--- config.mk ---
export PLATFORM = sky130hd
export DESIGN_NAME = http_response_header_parser_core
export DESIGN_NICKNAME = d
export VERILOG_FILES = /design/src/hdl/hrp_pkg.sv /design/src/hdl/http_response_header_parser_core.sv /design/src/hdl/hrp_engine.sv
export SDC_FILE = /design/constraint.sdc
export NUM_CORES = 1
export LEC_CHECK = 0
export ABC_AREA = 0
export ABC_CLOCK_PERIOD_IN_PS = 5560
export BUFFER_PORTS_ARGS = -buffer_cell sky130_fd_sc_hd__buf_2
export CAP_MARGIN = 0
export CORE_AREA = 2 2 154 216
export CTS_CLUSTER_DIAMETER = 150
export DETAILED_ROUTE_END_ITERATION = 8
export DIE_AREA = 0 0 156 218
export PLACE_DENSITY = 0.75
export SYNTH_ARGS = -nofsm -noshare
export SYNTH_HDL_FRONTEND = slang
export SYNTH_SLANG_ARGS = --single-unit
export TNS_END_PERCENT = 20
--- constraint.sdc ---
create_clock -name clock -period 5.56 [get_ports clock]
set_input_delay 0.556 -clock clock [delete_from_list [all_inputs] [get_ports clock]]
set_output_delay 0.556 -clock clock [all_outputs]
set_load 0.05 [all_outputs]
--- src/hdl/hrp_pkg.sv ---
// types, constants and per-character step function for the http response parser
`default_nettype none

package hrp_pkg;

   localparam int LENGTH_BITS = 32;
   localparam int NAME_MAX    = 17;

   typedef enum logic [2:0] {
      PH_STATUS  = 3'd0,
      PH_HEADERS = 3'd1,
      PH_BODY    = 3'd2,
      PH_DONE    = 3'd3,
      PH_ERROR   = 3'd4
   } phase_type;

   typedef enum logic [1:0] {
      RC_MORE  = 2'd0,
      RC_DONE  = 2'd1,
      RC_ERROR = 2'd2
   } result_type;

   // status line steps: 0..6 prefix, 7 minor version, 8 version digits, 9 blanks
   localparam logic [3:0] ST_PREFIX_END = 4'd7;
   localparam logic [3:0] ST_MINOR      = 4'd7;
   localparam logic [3:0] ST_VERSION    = 4'd8;
   localparam logic [3:0] ST_BLANK      = 4'd9;
   localparam logic [3:0] ST_CODE       = 4'd10;
   localparam logic [3:0] ST_AFTER      = 4'd11;
   localparam logic [3:0] ST_FAIL       = 4'd12;

   localparam logic [1:0] DG_BLANK = 2'd0;
   localparam logic [1:0] DG_NUM   = 2'd1;
   localparam logic [1:0] DG_END   = 2'd2;

   localparam logic [2:0] NM_LEN = 3'b001;
   localparam logic [2:0] NM_ENC = 3'b010;
   localparam logic [2:0] NM_CON = 3'b100;
   localparam logic [2:0] NM_ALL = 3'b111;

   localparam logic [7:0] CH_LF    = 8'h0a;
   localparam logic [7:0] CH_CR    = 8'h0d;
   localparam logic [7:0] CH_COLON = 8'h3a;
   localparam logic [7:0] CH_C     = 8'h63;

   localparam logic [9:0] CODE_MAX = 10'd999;
   localparam logic [LENGTH_BITS-1:0] LEN_MAX = '1;

   localparam logic [8*NAME_MAX-1:0] LIT_PREFIX  = (8*NAME_MAX)'("HTTP/1.");
   localparam logic [8*NAME_MAX-1:0] LIT_LEN     = (8*NAME_MAX)'("content-length");
   localparam logic [8*NAME_MAX-1:0] LIT_ENC     = (8*NAME_MAX)'("transfer-encoding");
   localparam logic [8*NAME_MAX-1:0] LIT_CON     = (8*NAME_MAX)'("connection");
   localparam logic [8*NAME_MAX-1:0] LIT_CHUNKED = (8*NAME_MAX)'("chunked");
   localparam logic [8*NAME_MAX-1:0] LIT_CLOSE   = (8*NAME_MAX)'("close");

   localparam logic [4:0] LEN_PREFIX  = 5'd7;
   localparam logic [4:0] LEN_LEN     = 5'd14;
   localparam logic [4:0] LEN_ENC     = 5'd17;
   localparam logic [4:0] LEN_CON     = 5'd10;
   localparam logic [4:0] POS_LIMIT   = 5'd31;
   localparam logic [2:0] LEN_CHUNKED = 3'd7;
   localparam logic [2:0] LEN_CLOSE   = 3'd5;

   // per-line scan state plus the status line progress
   typedef struct packed {
      logic [3:0]             status_step;
      logic [9:0]             code_value;
      logic [4:0]             name_position;
      logic [2:0]             name_alive;
      logic                   in_value;
      logic [LENGTH_BITS-1:0] value_number;
      logic [1:0]             digit_phase;
      logic [2:0]             token_progress;
   } line_type;

   // result fields of one beat
   typedef struct packed {
      result_type result_code;
      phase_type  parse_phase;
      logic [9:0] resp_code;
      logic [31:0] body_length;
      logic       chunked_seen;
      logic       close_seen;
      logic       body_byte;
   } result_fields_type;

   function automatic logic is_space(input logic [7:0] b);
      return (b == 8'h20) || (b >= 8'h09 && b <= 8'h0d);
   endfunction

   function automatic logic is_digit(input logic [7:0] b);
      return (b >= 8'h30) && (b <= 8'h39);
   endfunction

   // true when b equals the byte at pos of a right-aligned literal of length len
   function automatic logic lit_match(input logic [8*NAME_MAX-1:0] lit, input logic [4:0] len,
                                      input logic [4:0] pos, input logic [7:0] b);
      logic [8*NAME_MAX-1:0] sh;
      sh = '0;
      if (pos >= len) return 1'b0;
      sh = lit >> (8 * (int'(len) - int'(pos) - 1));
      return sh[7:0] == b;
   endfunction

   function automatic line_type line_clear(input line_type s);
      line_type n;
      n = s;
      n.name_position  = '0;
      n.name_alive     = NM_ALL;
      n.in_value       = 1'b0;
      n.value_number   = '0;
      n.digit_phase    = DG_BLANK;
      n.token_progress = '0;
      return n;
   endfunction

   function automatic logic [2:0] token_step(input logic [8*NAME_MAX-1:0] lit,
                                             input logic [2:0] len, input logic [2:0] prog,
                                             input logic [7:0] b);
      if (prog >= len) return prog;
      if (lit_match(lit, {2'b00, len}, {2'b00, prog}, b)) return 3'(prog + 3'd1);
      return (b == CH_C) ? 3'd1 : 3'd0;
   endfunction

   // one character of a status or header line
   function automatic line_type char_step(input logic in_status, input line_type s,
                                          input logic [7:0] b);
      line_type                 n;
      logic [7:0]               lb;
      logic [13:0]              cv;
      logic [LENGTH_BITS+3:0]   lv;
      logic [2:0]               keep;
      n    = s;
      lb   = b;
      keep = '0;
      cv   = 14'(s.code_value) * 14'd10 + 14'(b[3:0]);
      lv   = (LENGTH_BITS+4)'(s.value_number) * (LENGTH_BITS+4)'(10)
             + (LENGTH_BITS+4)'(b[3:0]);
      if (in_status) begin
         if (s.status_step < ST_PREFIX_END) begin
            n.status_step = lit_match(LIT_PREFIX, LEN_PREFIX, {1'b0, s.status_step}, b) ?
                            4'(s.status_step + 4'd1) : ST_FAIL;
         end else if (s.status_step == ST_MINOR) begin
            if (is_digit(b)) n.status_step = ST_VERSION;
            else if (!is_space(b)) n.status_step = ST_FAIL;
         end else if (s.status_step == ST_VERSION) begin
            if (is_space(b)) n.status_step = ST_BLANK;
            else if (!is_digit(b)) n.status_step = ST_FAIL;
         end else if (s.status_step == ST_BLANK) begin
            if (is_digit(b)) begin
               n.status_step = ST_CODE;
               n.code_value  = {6'd0, b[3:0]};
            end else if (!is_space(b)) begin
               n.status_step = ST_FAIL;
            end
         end else if (s.status_step == ST_CODE) begin
            if (is_digit(b)) n.code_value = (cv > 14'(CODE_MAX)) ? CODE_MAX : cv[9:0];
            else n.status_step = ST_AFTER;
         end
      end else if (!s.in_value) begin
         if (b == CH_COLON) begin
            if (s.name_alive[0] && s.name_position == LEN_LEN) keep = NM_LEN;
            if (s.name_alive[1] && s.name_position == LEN_ENC) keep = NM_ENC;
            if (s.name_alive[2] && s.name_position == LEN_CON) keep = NM_CON;
            n.name_alive = keep;
            n.in_value   = 1'b1;
         end else begin
            if (b >= 8'h41 && b <= 8'h5a) lb = 8'(b + 8'd32);
            if (!lit_match(LIT_LEN, LEN_LEN, s.name_position, lb)) n.name_alive[0] = 1'b0;
            if (!lit_match(LIT_ENC, LEN_ENC, s.name_position, lb)) n.name_alive[1] = 1'b0;
            if (!lit_match(LIT_CON, LEN_CON, s.name_position, lb)) n.name_alive[2] = 1'b0;
            if (s.name_position < POS_LIMIT) n.name_position = 5'(s.name_position + 5'd1);
         end
      end else begin
         case (s.name_alive)
            NM_LEN: begin
               if (s.digit_phase == DG_BLANK) begin
                  if (is_digit(b)) begin
                     n.digit_phase  = DG_NUM;
                     n.value_number = LENGTH_BITS'(b[3:0]);
                  end else if (!is_space(b)) begin
                     n.digit_phase = DG_END;
                  end
               end else if (s.digit_phase == DG_NUM) begin
                  if (is_digit(b))
                     n.value_number = (lv > (LENGTH_BITS+4)'(LEN_MAX)) ? LEN_MAX :
                                      lv[LENGTH_BITS-1:0];
                  else
                     n.digit_phase = DG_END;
               end
            end
            NM_ENC:  n.token_progress = token_step(LIT_CHUNKED, LEN_CHUNKED, s.token_progress, b);
            NM_CON:  n.token_progress = token_step(LIT_CLOSE, LEN_CLOSE, s.token_progress, b);
            default: n = s;
         endcase
      end
      return n;
   endfunction

endpackage

`default_nettype wire

--- src/hdl/http_response_header_parser_core.sv ---
// result: a result beat is registered and valid in the cycle after its request beat is accepted
// throughput: one request beat per cycle unless stalled, one result beat per request beat
// the result register is reloaded in the same cycle it is taken, so stalls cost nothing extra
// reset: synchronous active-high reset clears the parser and drops any pending result
// a restart beat clears all parse state and answers with the cleared state
// top level of the http response header parser
`default_nettype none

module http_response_header_parser_core import hrp_pkg::*; (
   input  wire logic        clock,
   input  wire logic        reset,
   input  wire logic        req_tvalid,
   output      logic        req_tready,
   input  wire logic [7:0]  req_tdata,   // data_byte[7:0]
   input  wire logic        req_tuser,   // operation: 0 data byte, 1 restart
   output      logic        rsp_tvalid,
   input  wire logic        rsp_tready,
   output      logic [47:0] rsp_tdata,   // parse_phase[2:0], resp_code[12:3],
                                         // body_length[44:13], chunked_seen[45],
                                         // close_seen[46], body_byte[47]
   output      logic [1:0]  rsp_tuser    // result_code[1:0]
);

   logic              req_fire;
   logic              rsp_valid_ff, rsp_valid_in;
   result_fields_type rsp_ff, rsp_in;

   // take a new beat whenever the result register is empty or being drained
   assign req_tready = !rsp_valid_ff || rsp_tready;
   assign req_fire   = req_tvalid && req_tready;

   hrp_engine u_engine (
      .clock     (clock),
      .reset     (reset),
      .beat      (req_fire),
      .restart   (req_tuser),
      .data_byte (req_tdata),
      .result    (rsp_in)
   );

   always_comb begin
      rsp_valid_in = rsp_valid_ff;
      if (req_fire) rsp_valid_in = 1'b1;
      else if (rsp_tready) rsp_valid_in = 1'b0;
   end

   always_ff @(posedge clock) begin
      if (reset) begin
         rsp_valid_ff <= 1'b0;
      end else begin
         rsp_valid_ff <= rsp_valid_in;
      end
   end

   // payload register, no reset needed
   always_ff @(posedge clock) begin
      if (req_fire) rsp_ff <= rsp_in;
   end

   assign rsp_tvalid = rsp_valid_ff;
   assign rsp_tuser  = rsp_ff.result_code;
   assign rsp_tdata  = {rsp_ff.body_byte, rsp_ff.close_seen, rsp_ff.chunked_seen,
                        rsp_ff.body_length, rsp_ff.resp_code, rsp_ff.parse_phase};

   a_restart_result: assert property (@(posedge clock) disable iff (reset)
      req_fire && req_tuser |=> rsp_tvalid && rsp_tuser == RC_MORE &&
                                rsp_tdata[2:0] == PH_STATUS && !rsp_tdata[47])
      else $error("restart beat did not give a cleared result");

   a_body_phase: assert property (@(posedge clock) disable iff (reset)
      rsp_tvalid && rsp_tdata[47] |-> rsp_tdata[2:0] == PH_BODY || rsp_tdata[2:0] == PH_DONE)
      else $error("body byte flagged outside the body");

   a_code_matches_phase: assert property (@(posedge clock) disable iff (reset)
      rsp_tvalid |-> (rsp_tuser == RC_DONE) == (rsp_tdata[2:0] == PH_DONE) &&
                     (rsp_tuser == RC_ERROR) == (rsp_tdata[2:0] == PH_ERROR))
      else $error("result code disagrees with phase");

endmodule

`default_nettype wire

--- src/hdl/hrp_engine.sv ---
// parser state registers and the per-beat next-state logic
`default_nettype none

module hrp_engine import hrp_pkg::*; (
   input  wire logic              clock,
   input  wire logic              reset,
   input  wire logic              beat,
   input  wire logic              restart,
   input  wire logic [7:0]        data_byte,
   output result_fields_type      result
);

   phase_type              phase_ff, phase_in;
   logic [LENGTH_BITS-1:0] len_ff, len_in;
   logic [LENGTH_BITS-1:0] count_ff, count_in;
   logic                   chunked_ff, chunked_in;
   logic                   close_ff, close_in;
   line_type               line_ff, line_in;
   logic [1:0]             class_ff, class_in;
   logic                   body;
   logic                   in_status;
   line_type               line_reset;

   always_comb begin
      line_reset             = line_clear('0);
      line_reset.status_step = '0;
      line_reset.code_value  = '0;
   end

   assign in_status = (phase_ff == PH_STATUS);

   always_comb begin
      phase_in   = phase_ff;
      len_in     = len_ff;
      count_in   = count_ff;
      chunked_in = chunked_ff;
      close_in   = close_ff;
      line_in    = line_ff;
      class_in   = class_ff;
      body       = 1'b0;
      if (restart) begin
         phase_in   = PH_STATUS;
         len_in     = '0;
         count_in   = '0;
         chunked_in = 1'b0;
         close_in   = 1'b0;
         line_in    = line_reset;
         class_in   = '0;
      end else begin
         case (phase_ff)
            PH_BODY: begin
               body     = 1'b1;
               count_in = LENGTH_BITS'(count_ff + 1'b1);
               if ({1'b0, count_ff} + 1'b1 >= {1'b0, len_ff}) phase_in = PH_DONE;
            end
            PH_STATUS, PH_HEADERS: begin
               if (data_byte == CH_LF) begin
                  // end of line: commit, held cr dropped
                  if (in_status) begin
                     phase_in = (line_ff.status_step == ST_CODE ||
                                 line_ff.status_step == ST_AFTER) ? PH_HEADERS : PH_ERROR;
                  end else if (!class_ff[0]) begin
                     phase_in = (len_ff != '0) ? PH_BODY : PH_DONE;
                  end else if (!line_ff.in_value) begin
                     phase_in = PH_ERROR;
                  end else if (line_ff.name_alive == NM_LEN) begin
                     len_in = line_ff.value_number;
                  end else if (line_ff.name_alive == NM_ENC) begin
                     if (line_ff.token_progress == LEN_CHUNKED) chunked_in = 1'b1;
                  end else if (line_ff.name_alive == NM_CON) begin
                     if (line_ff.token_progress == LEN_CLOSE) close_in = 1'b1;
                  end
                  line_in  = line_clear(line_ff);
                  class_in = '0;
               end else begin
                  // a held cr that is not followed by lf counts as whitespace
                  if (class_ff[1]) begin
                     line_in  = char_step(in_status, line_in, CH_CR);
                     class_in = 2'b01;
                  end
                  if (data_byte == CH_CR) begin
                     class_in[1] = 1'b1;
                  end else begin
                     line_in  = char_step(in_status, line_in, data_byte);
                     class_in = 2'b01;
                  end
               end
            end
            default: phase_in = phase_ff;
         endcase
      end
   end

   always_comb begin
      case (phase_in)
         PH_DONE:  result.result_code = RC_DONE;
         PH_ERROR: result.result_code = RC_ERROR;
         default:  result.result_code = RC_MORE;
      endcase
      result.parse_phase  = phase_in;
      result.resp_code    = line_in.code_value;
      result.body_length  = 32'(len_in);
      result.chunked_seen = chunked_in;
      result.close_seen   = close_in;
      result.body_byte    = body;
   end

   always_ff @(posedge clock) begin
      if (reset) begin
         phase_ff   <= PH_STATUS;
         len_ff     <= '0;
         count_ff   <= '0;
         chunked_ff <= 1'b0;
         close_ff   <= 1'b0;
         line_ff    <= line_reset;
         class_ff   <= '0;
      end else if (beat) begin
         phase_ff   <= phase_in;
         len_ff     <= len_in;
         count_ff   <= count_in;
         chunked_ff <= chunked_in;
         close_ff   <= close_in;
         line_ff    <= line_in;
         class_ff   <= class_in;
      end
   end

   a_body_below_length: assert property (@(posedge clock) disable iff (reset)
      phase_ff == PH_BODY |-> count_ff < len_ff)
      else $error("body count reached length while still in body");

   a_done_sticky: assert property (@(posedge clock) disable iff (reset)
      beat && !restart && phase_ff == PH_DONE |=> phase_ff == PH_DONE)
      else $error("complete state left without restart");

   a_restart_clears: assert property (@(posedge clock) disable iff (reset)
      beat && restart |=> phase_ff == PH_STATUS && line_ff.name_alive == NM_ALL &&
                          class_ff == 2'b00)
      else $error("restart did not clear the parser");

endmodule

`default_nettype wire

==> impl_results.md, run 1 <==
* Fraction of layout cells with a size suffix above 1 at just over 10%
* P_sw at 0.8584 mW
* Area leader, netlist: dfxtp_1
* Clock latency on the worst-skew pair at 0.46 ns
* Final setup vio count at 0
* Min-delay worst type: primary input to flop
* WL final at 52,620 um
* Initial Util at 54.29%
* Pint at 2.046 mW
* Vias post-DR at between 15,000 and 20,000
* Max incr delay on CP at approximately 0.54 ns
* Wire length per cell at 19.62 um
* DR vias/cell at 6.527
* Die width at 156 um
* Initial antenna violation count at 0
* Setup slack at placement at 0.1634 ns
* CP cell instances: ha_1 -> buf_4 -> and3_1 -> o211ai_4 -> nand2_1 -> ha_1 -> xnor3_1 -> nand3_2 -> nor3_4 -> inv_1 -> ha_1 -> nor4b_1 -> nand4_1 -> nor4b_2 -> o221ai_1 -> nor3b_2 -> mux2i_1 -> a31oi_1 -> or4_1 -> o31ai_1
* Initial drt markers at 1,362
* Crit path max-delay cell type: or4_1
* Period utilization at 93.63%
* Met3 usage at 2.901%
* Syn_area_per_cell at 7.710 um2
* Max Freq at 192.1 MHz
* Maxcap violations at 0
* Peak VDD IR at 0.0002053 V
* Fin nets at 2,460
* CTS tree: yes
* Hold slack at between 0.3 and 0.4 ns
* RSZ-0062 raised after global routing: false
* Grt ovf at 0
* Root Driver: clkbuf_16
* Crit Path Category: flop to flop
* CTS Buf Count at 17
* Multi-input logic area at 0.01233 mm2
* Most Crowded Layer GR: met2
* Min Tclk post-route at between 5 and 6 ns
* EDFF count, synth at 50
* Critical Path Sink Type: flop
* DIE HEIGHT at 218 um
* DRT Pass-1 Iters at 6
* Syn Nets at between 2,000 and 2,500
* Worst slew margin at 16.16%
* Post-Layout Cell Count at 2,682
* Pwr Density at 156.0 mW/mm2
* CTS H-Tree Depth at 4
* Core area at 0.03211 mm2
* Reg power frac at about 48%
* Clock transition at path regs at approximately 0.090 ns
* Area contributors post-synth: dfxtp_1 (15%), ha_1 (12%), edfxtp_1 (8.6%)
* Port Buf Inserts at 64
* Fillers at 2,936
* Most used cell, CP: ha_1
* Synth Flop Type: dfxtp_1
* Storage cell area at 0.004145 mm2
* Worst Skew at 0.02373 ns
* Worst EP arrival at 5.56 ns
* # rows at 78
* Crit-path max FO at 6
* Post-placement cell count at 2,649
* Total number of yosys warnings at 0
* Total track usage at 30.29%
* DRC at 0
* Mapped Cells at 2,261
* CTS Sinks at 182
* Final Max Tran Viols at 0
* Cell area after layout at 0.01862 mm2
* LEAKAGE at 7.265 nW
* Top cell type's share of synthesized area at 15.16%
* Yosys reg bits at 182
* Netlist cell types at 110
* Switching share of power at 29.55%
* Ys async rst share at 0%
* Setup crit start kind: flop
* Layout Utilization at 57.99%
* Power share of the combinational group at 9.5%
* Largest net degree at the start of global routing at 80
* Post-Syn Area at 0.01743 mm2
* Setup TNS after final layout at 0 ns
* Design Power at 2.904 mW
* Area Growth Syn to Fin at 6.819%
* I/O Pins at 65
* Fin. Hold Viols at 0
* Post-synthesis sequential area ratio at 23.77%
* CP required at 5.92 ns
* CTS max path bufs at 2
* DP Area at ~0.018 mm2
* Clock power share at 42.9%
* Die ar. at 0.03401 mm2
* Routing usage on met1 at 34.62%
* Met2 Use GR at 54.48%
* Slew @ Worst Pin at approximately 1.2 ns
* DRT antenna net count at 0
* Setup ws final at 0.3544 ns
* First-pass GRT wire length at 84,040 um
* Routability cong. at a little under 1
* # diodes at 0
* Vias in the first global route at 16,930
* Status: finished clean
* DP Wirelength at 39,300 um
-- worst max-delay path: cells and delay by family (launching register included) --
family,cells,cell delay [ns]
and+or+nand+nor,9,2.43
adders and majority gates,3,0.75
AOI/OAI and AO/OA,4,0.74
DFF,1,0.38
xor gates and xnor gates,1,0.33
buffers and inverters,2,0.24
muxes,1,0.21
-- synthesized netlist by cell type (all sizes together) (7+ instances only) --
cell and n:
o32ai 7, a211oi 20, and4 10, and2 26
a41oi 8, xor2 37, xnor2 77, o21a 12
mux2i 13, dfxtp 132, nand2 344, a221oi 29
nand3 70, nand2b 20, o22ai 14, a22oi 35
nand3b 7, nor2 173, or2 9, buf 18
o21ai 103, o211ai 19, and3 32, ha 173
edfxtp 50, o31ai 14, nor2b 18, nor3 63
nand4 42, nor3b 13, nand4b 9, or4 8
or3 25, a21o 35, a31oi 32, clkbuf 107
inv 83, a21oi 212, o2111ai 13, o21bai 7
nor4 40, a31o 7
-- cells by family (layout without fill, tap and decap cells) --
family	Yosys count	count (layout)	synth area share (%)
xor gates and xnor gates	115	115	5.943
AOI/OAI and AO/OA	626	626	24.33
buffers and inverters	215	236	5.800
muxes	14	14	0.8326
and+or+nand+nor	931	931	26.33
DFF	182	182	23.77
adders and majority gates	178	178	12.99
-- power groups by stage --
stage / sequential [mW] / clock, mW / combinational, mW
after floorplan: 1.48 / 0 / 0.139
after global placement: 1.42 / 0 / 0.267
after detailed placement: 1.42 / 0 / 0.270
after CTS: 1.39 / 1.24 / 0.271
after global routing: 1.39 / 1.30 / 0.292
final: 1.39 / 1.24 / 0.275
-- layout make-up --
type | count | area share, %
timing repair buffer | 116 | 3.830
sequential | 182 | 22.26
clock buffer | 17 | 2.285
inverter | 88 | 1.781
clock inverter | 15 | 0.9407
tap | 400 | 2.688
multi-input combinational | 1864 | 66.21
-- path summary, 6_finish.rpt --
path,startpoint,to,slack (ns),cells past startpoint
min,req_tvalid,rsp_tvalid$_SDFFE_PP0P_,0.37,3
max reg2reg,u_engine.line_ff[42]$_SDFFE_PP0P_,u_engine.line_ff[38]$_SDFFE_PP1P_,0.35,20
max,u_engine.line_ff[42]$_SDFFE_PP0P_,u_engine.line_ff[38]$_SDFFE_PP1P_,0.35,20
min reg2reg,u_engine.close_ff$_SDFFE_PP0P_,u_engine.close_ff$_SDFFE_PP0P_,0.47,2
-- registers in the layout (all words and copies together) (netlist names) --
name,cells
u_engine.line_ff,60
rsp_tdata,48
rsp_tvalid,1
u_engine.count_ff,32
u_engine.chunked_ff,1
u_engine.class_ff,2
u_engine.len_ff,32
rsp_tuser,2
u_engine.phase_ff,3
u_engine.close_ff,1
-- timing repair --
item,CTS,global route
setup endpoints to repair,0,3
buffers inserted,0,1
hold buffers,0,0
resized for setup,0,8
-- placed cells by master (no fill, tap or decap), drive strengths merged, types with 14 or more instances in the layout --
master  instances
ha            173
a211oi         20
and2           26
nand4          42
o22ai          14
or3            25
nor3           63
and3           32
a221oi         29
xnor2          77
a22oi          35
nor4           40
a21oi         212
o31ai          14
inv            90
edfxtp         50
nand2         344
nor2b          18
dfxtp         132
a31oi          32
nand2b         20
nand3          70
buf           116
clkbuf         17
xor2           37
o21ai         103
nor2          173
o211ai         19
a21o           35
-- layer usage --
layer  wire, um  vias up
met3       2817      199
li1           -     8323
met1      20400     8286
met4       3046        0
met2      26350      698
met5          0        -
Power figures use the tool's default switching activity.
==> run 2: changes to the inputs <==
ABC_AREA = 1   (was 0)
CORE_AREA = 2 2 153 215   (was 2 2 154 216)
DIE_AREA = 0 0 155 217   (was 0 0 156 218)
PLACE_DENSITY = 0.74   (was 0.75)
REMOVE_ABC_BUFFERS = 1   (was unset)
==> impl_results.md, run 2 <==
* Status: finished clean
* Final setup vio count at 0
* Top cells by count, synth: nand2_1 (656), inv_1 (338), nor2_1 (270)
* Post-Syn Area at 0.01722 mm2
* Routability cong. at slightly above 1
* Grt ovf at 0
* Hold slack at 0.4148 ns
* Most flop-heavy register: u_engine.line_ff
* Vias in the first global route at 16,620
* Min Tclk post-route at around 5.0 ns
* WL final at 48,670 um
* Max incr delay on CP at approximately 0.44 ns
* Vias post-DR at 17,580
* Period utilization at 89.05%
* Ys async rst share at 0%
* Port Buf Inserts at 64
* Mapped Cells at 2,657
* Largest net degree at the start of global routing at 84
* Netlist cell types at 63
* Total track usage at ~29%
* Root Driver: clkbuf_16
* Post-synthesis sequential area ratio at 24.07%
* DIE HEIGHT at 217 um
* Min-delay worst type: primary input to flop
* Cts hold-fix bufs at 0
* Initial Util at between 50% and 60%
* Peak VDD IR at 0.0002091 V
* Pwr Density at approximately 190 mW/mm2
* LEAKAGE at 8.606 nW
* Synth Flop Type: dfxtp_1
* Layout Utilization at between 50% and 60%
* DP Wirelength at 37,760 um
* RSZ-0062 raised after global routing: false
* Area leader, netlist: dfxtp_1
* Area Growth Syn to Fin at 6.707%
* Critical Path Sink Type: flop
* Post-CTS Setup Bufs at 0
* Initial antenna violation count at 0
* DRT Pass-1 Iters at 6
* EDFF count, synth at 50
* CTS max path bufs at 2
* Initial drt markers at 1,163
* DRC at 0
* Most used cell, CP: nand2_1
* Slew @ Worst Pin at 1.047 ns
* CTS tree: yes
* Met3 usage at 3.246%
* Crit Path Category: flop to flop
* Worst EP arrival at 5.27 ns
* Die ar. at 0.03364 mm2
* First-pass GRT wire length at a little under 80,000 um
* CP required at 5.88 ns
* # diodes at 0
* R2R setup slack at 0.61 ns
* I/O Pins at 65
* Met2 Use GR at 50.15%
* Wire length per cell at 15.74 um
* Crit-path max FO at 9
* Max FFs per register at 60
* Fin nets at 2,869
* Routing usage on met1 at 35.20%
* Die width at 155 um
* CTS Sinks at 182
* Clock latency on the worst-skew pair at 0.46 ns
* Fin. Hold Viols at 0
* CTS H-Tree Depth at 4
* Most Crowded Layer GR: met2
* Area contributors post-synth: dfxtp_1 (15%), nand2_1 (14%), ha_1 (13%)
* DR vias/cell at 5.687
* Yosys reg bits at about 180
* Total number of yosys warnings at 0
* CTS Buf Count at 17
* # rows at 78
* Fraction of layout cells with a size suffix above 1 at 7.061%
* Crit path max-delay cell type: dfxtp_1
* Setup TNS after final layout at 0 ns
* Most frequent cell after synthesis: nand2_1
* Setup crit start kind: flop
* Top cell type's share of synthesized area at 15.35%
* Core area at 0.03191 mm2
* Maxcap violations at 0
* # resized after CTS at 0
* Clock transition at path regs at 0.07 ns
* Max Freq at 202.0 MHz
* Most frequent cells in the layout: nand2_1 (655), inv_1 (337), nor2_1 (270), a21oi_1 (231), ha_1 (173)
* Worst slew margin at 30.13%
* Syn_area_per_cell at 6.481 um2
* Worst Skew at 0.01188 ns
* DRT antenna net count at 0
* Final Max Tran Viols at 0
* Most common cell after layout, fill and taps aside: nand2_1
[run 2: cell count changes in the layout (fill, tap and decap cells not counted), sizes merged, moves of 26 or more]
| cell | delta |
|---|---|
| a21o | -34 |
| buf | -41 |
| nor2 | +118 |
| nand3 | +84 |
| and3 | -30 |
| xnor2 | -40 |
| a221oi | -27 |
| o21ai | +64 |
| inv | +269 |
| and2 | -26 |
| a22oi | -32 |
| nand2 | +332 |
[run 2: kinds of logic (layout without fill, tap and decap cells)]
| kind of cell | count (synthesis) | count (layout) | synth area share (%) |
|---|---|---|---|
| xor+xnor | 83 | 83 | 4.265 |
| flops | 182 | 182 | 24.07 |
| buf+inv | 426 | 460 | 9.548 |
| simple gates | 1286 | 1286 | 32.71 |
| fa+ha+maj | 178 | 178 | 13.15 |
| compound gates | 502 | 502 | 16.26 |
[run 2: cell type report]
type,count,area (um2)
inverter,353,1325
tap,400,500.5
clock inverter,15,135.1
timing repair buffer,75,405.4
multi-input combinational,2049,11440
fill,3090,13540
clock buffer,17,425.4
sequential,182,4144
[run 2: where the power goes]
part           internal [mW]  total (mW)  leakage [nW]  switching, mW
registers               1.42        1.45          1.58         0.0334
clock network          0.590        1.17         0.274          0.578
logic                  0.235       0.796          6.75          0.561
total                   2.24        3.42          8.61           1.17
[run 2: worst paths after layout]
kind                                     start                                end  cells after the start
min                                 rsp_tready            rsp_tvalid$_SDFFE_PP0P_                      4
max reg2reg  u_engine.line_ff[43]$_SDFFE_PP0P_  u_engine.line_ff[39]$_SDFFE_PP1P_                     32
min reg2reg   u_engine.chunked_ff$_SDFFE_PP0P_   u_engine.chunked_ff$_SDFFE_PP0P_                      2
max          u_engine.line_ff[43]$_SDFFE_PP0P_  u_engine.line_ff[39]$_SDFFE_PP1P_                     32
[run 2: metrics by stage]
step           worst slack (ns)  power, mW  area (um2)  std cells
2_1_floorplan            0.8323      2.064       16900       2584
6_report                 0.6090      3.416       18370       3091
5_1_grt                 0.05479      3.587       18370       3091
4_1_cts                  0.6002      3.428       18370       3091
3_5_place_dp             0.6522      2.269       17810       3059
3_3_place_gp             0.9336      2.250       17810       3059
[run 2: routing by layer]
metal	routed length, um	vias up
met5	0	-
met4	2137	0
met3	2303	131
met2	23440	539
met1	20790	8030
li1	-	8878
[run 2: critical path: cells and delay by family (launching register included)]
kind | cells | cell delay (ns)
and+or+nand+nor | 24 | 2.67
adders and majority gates | 3 | 0.93
DFF | 1 | 0.44
buffers and inverters | 3 | 0.41
AOI/OAI and AO/OA | 2 | 0.37
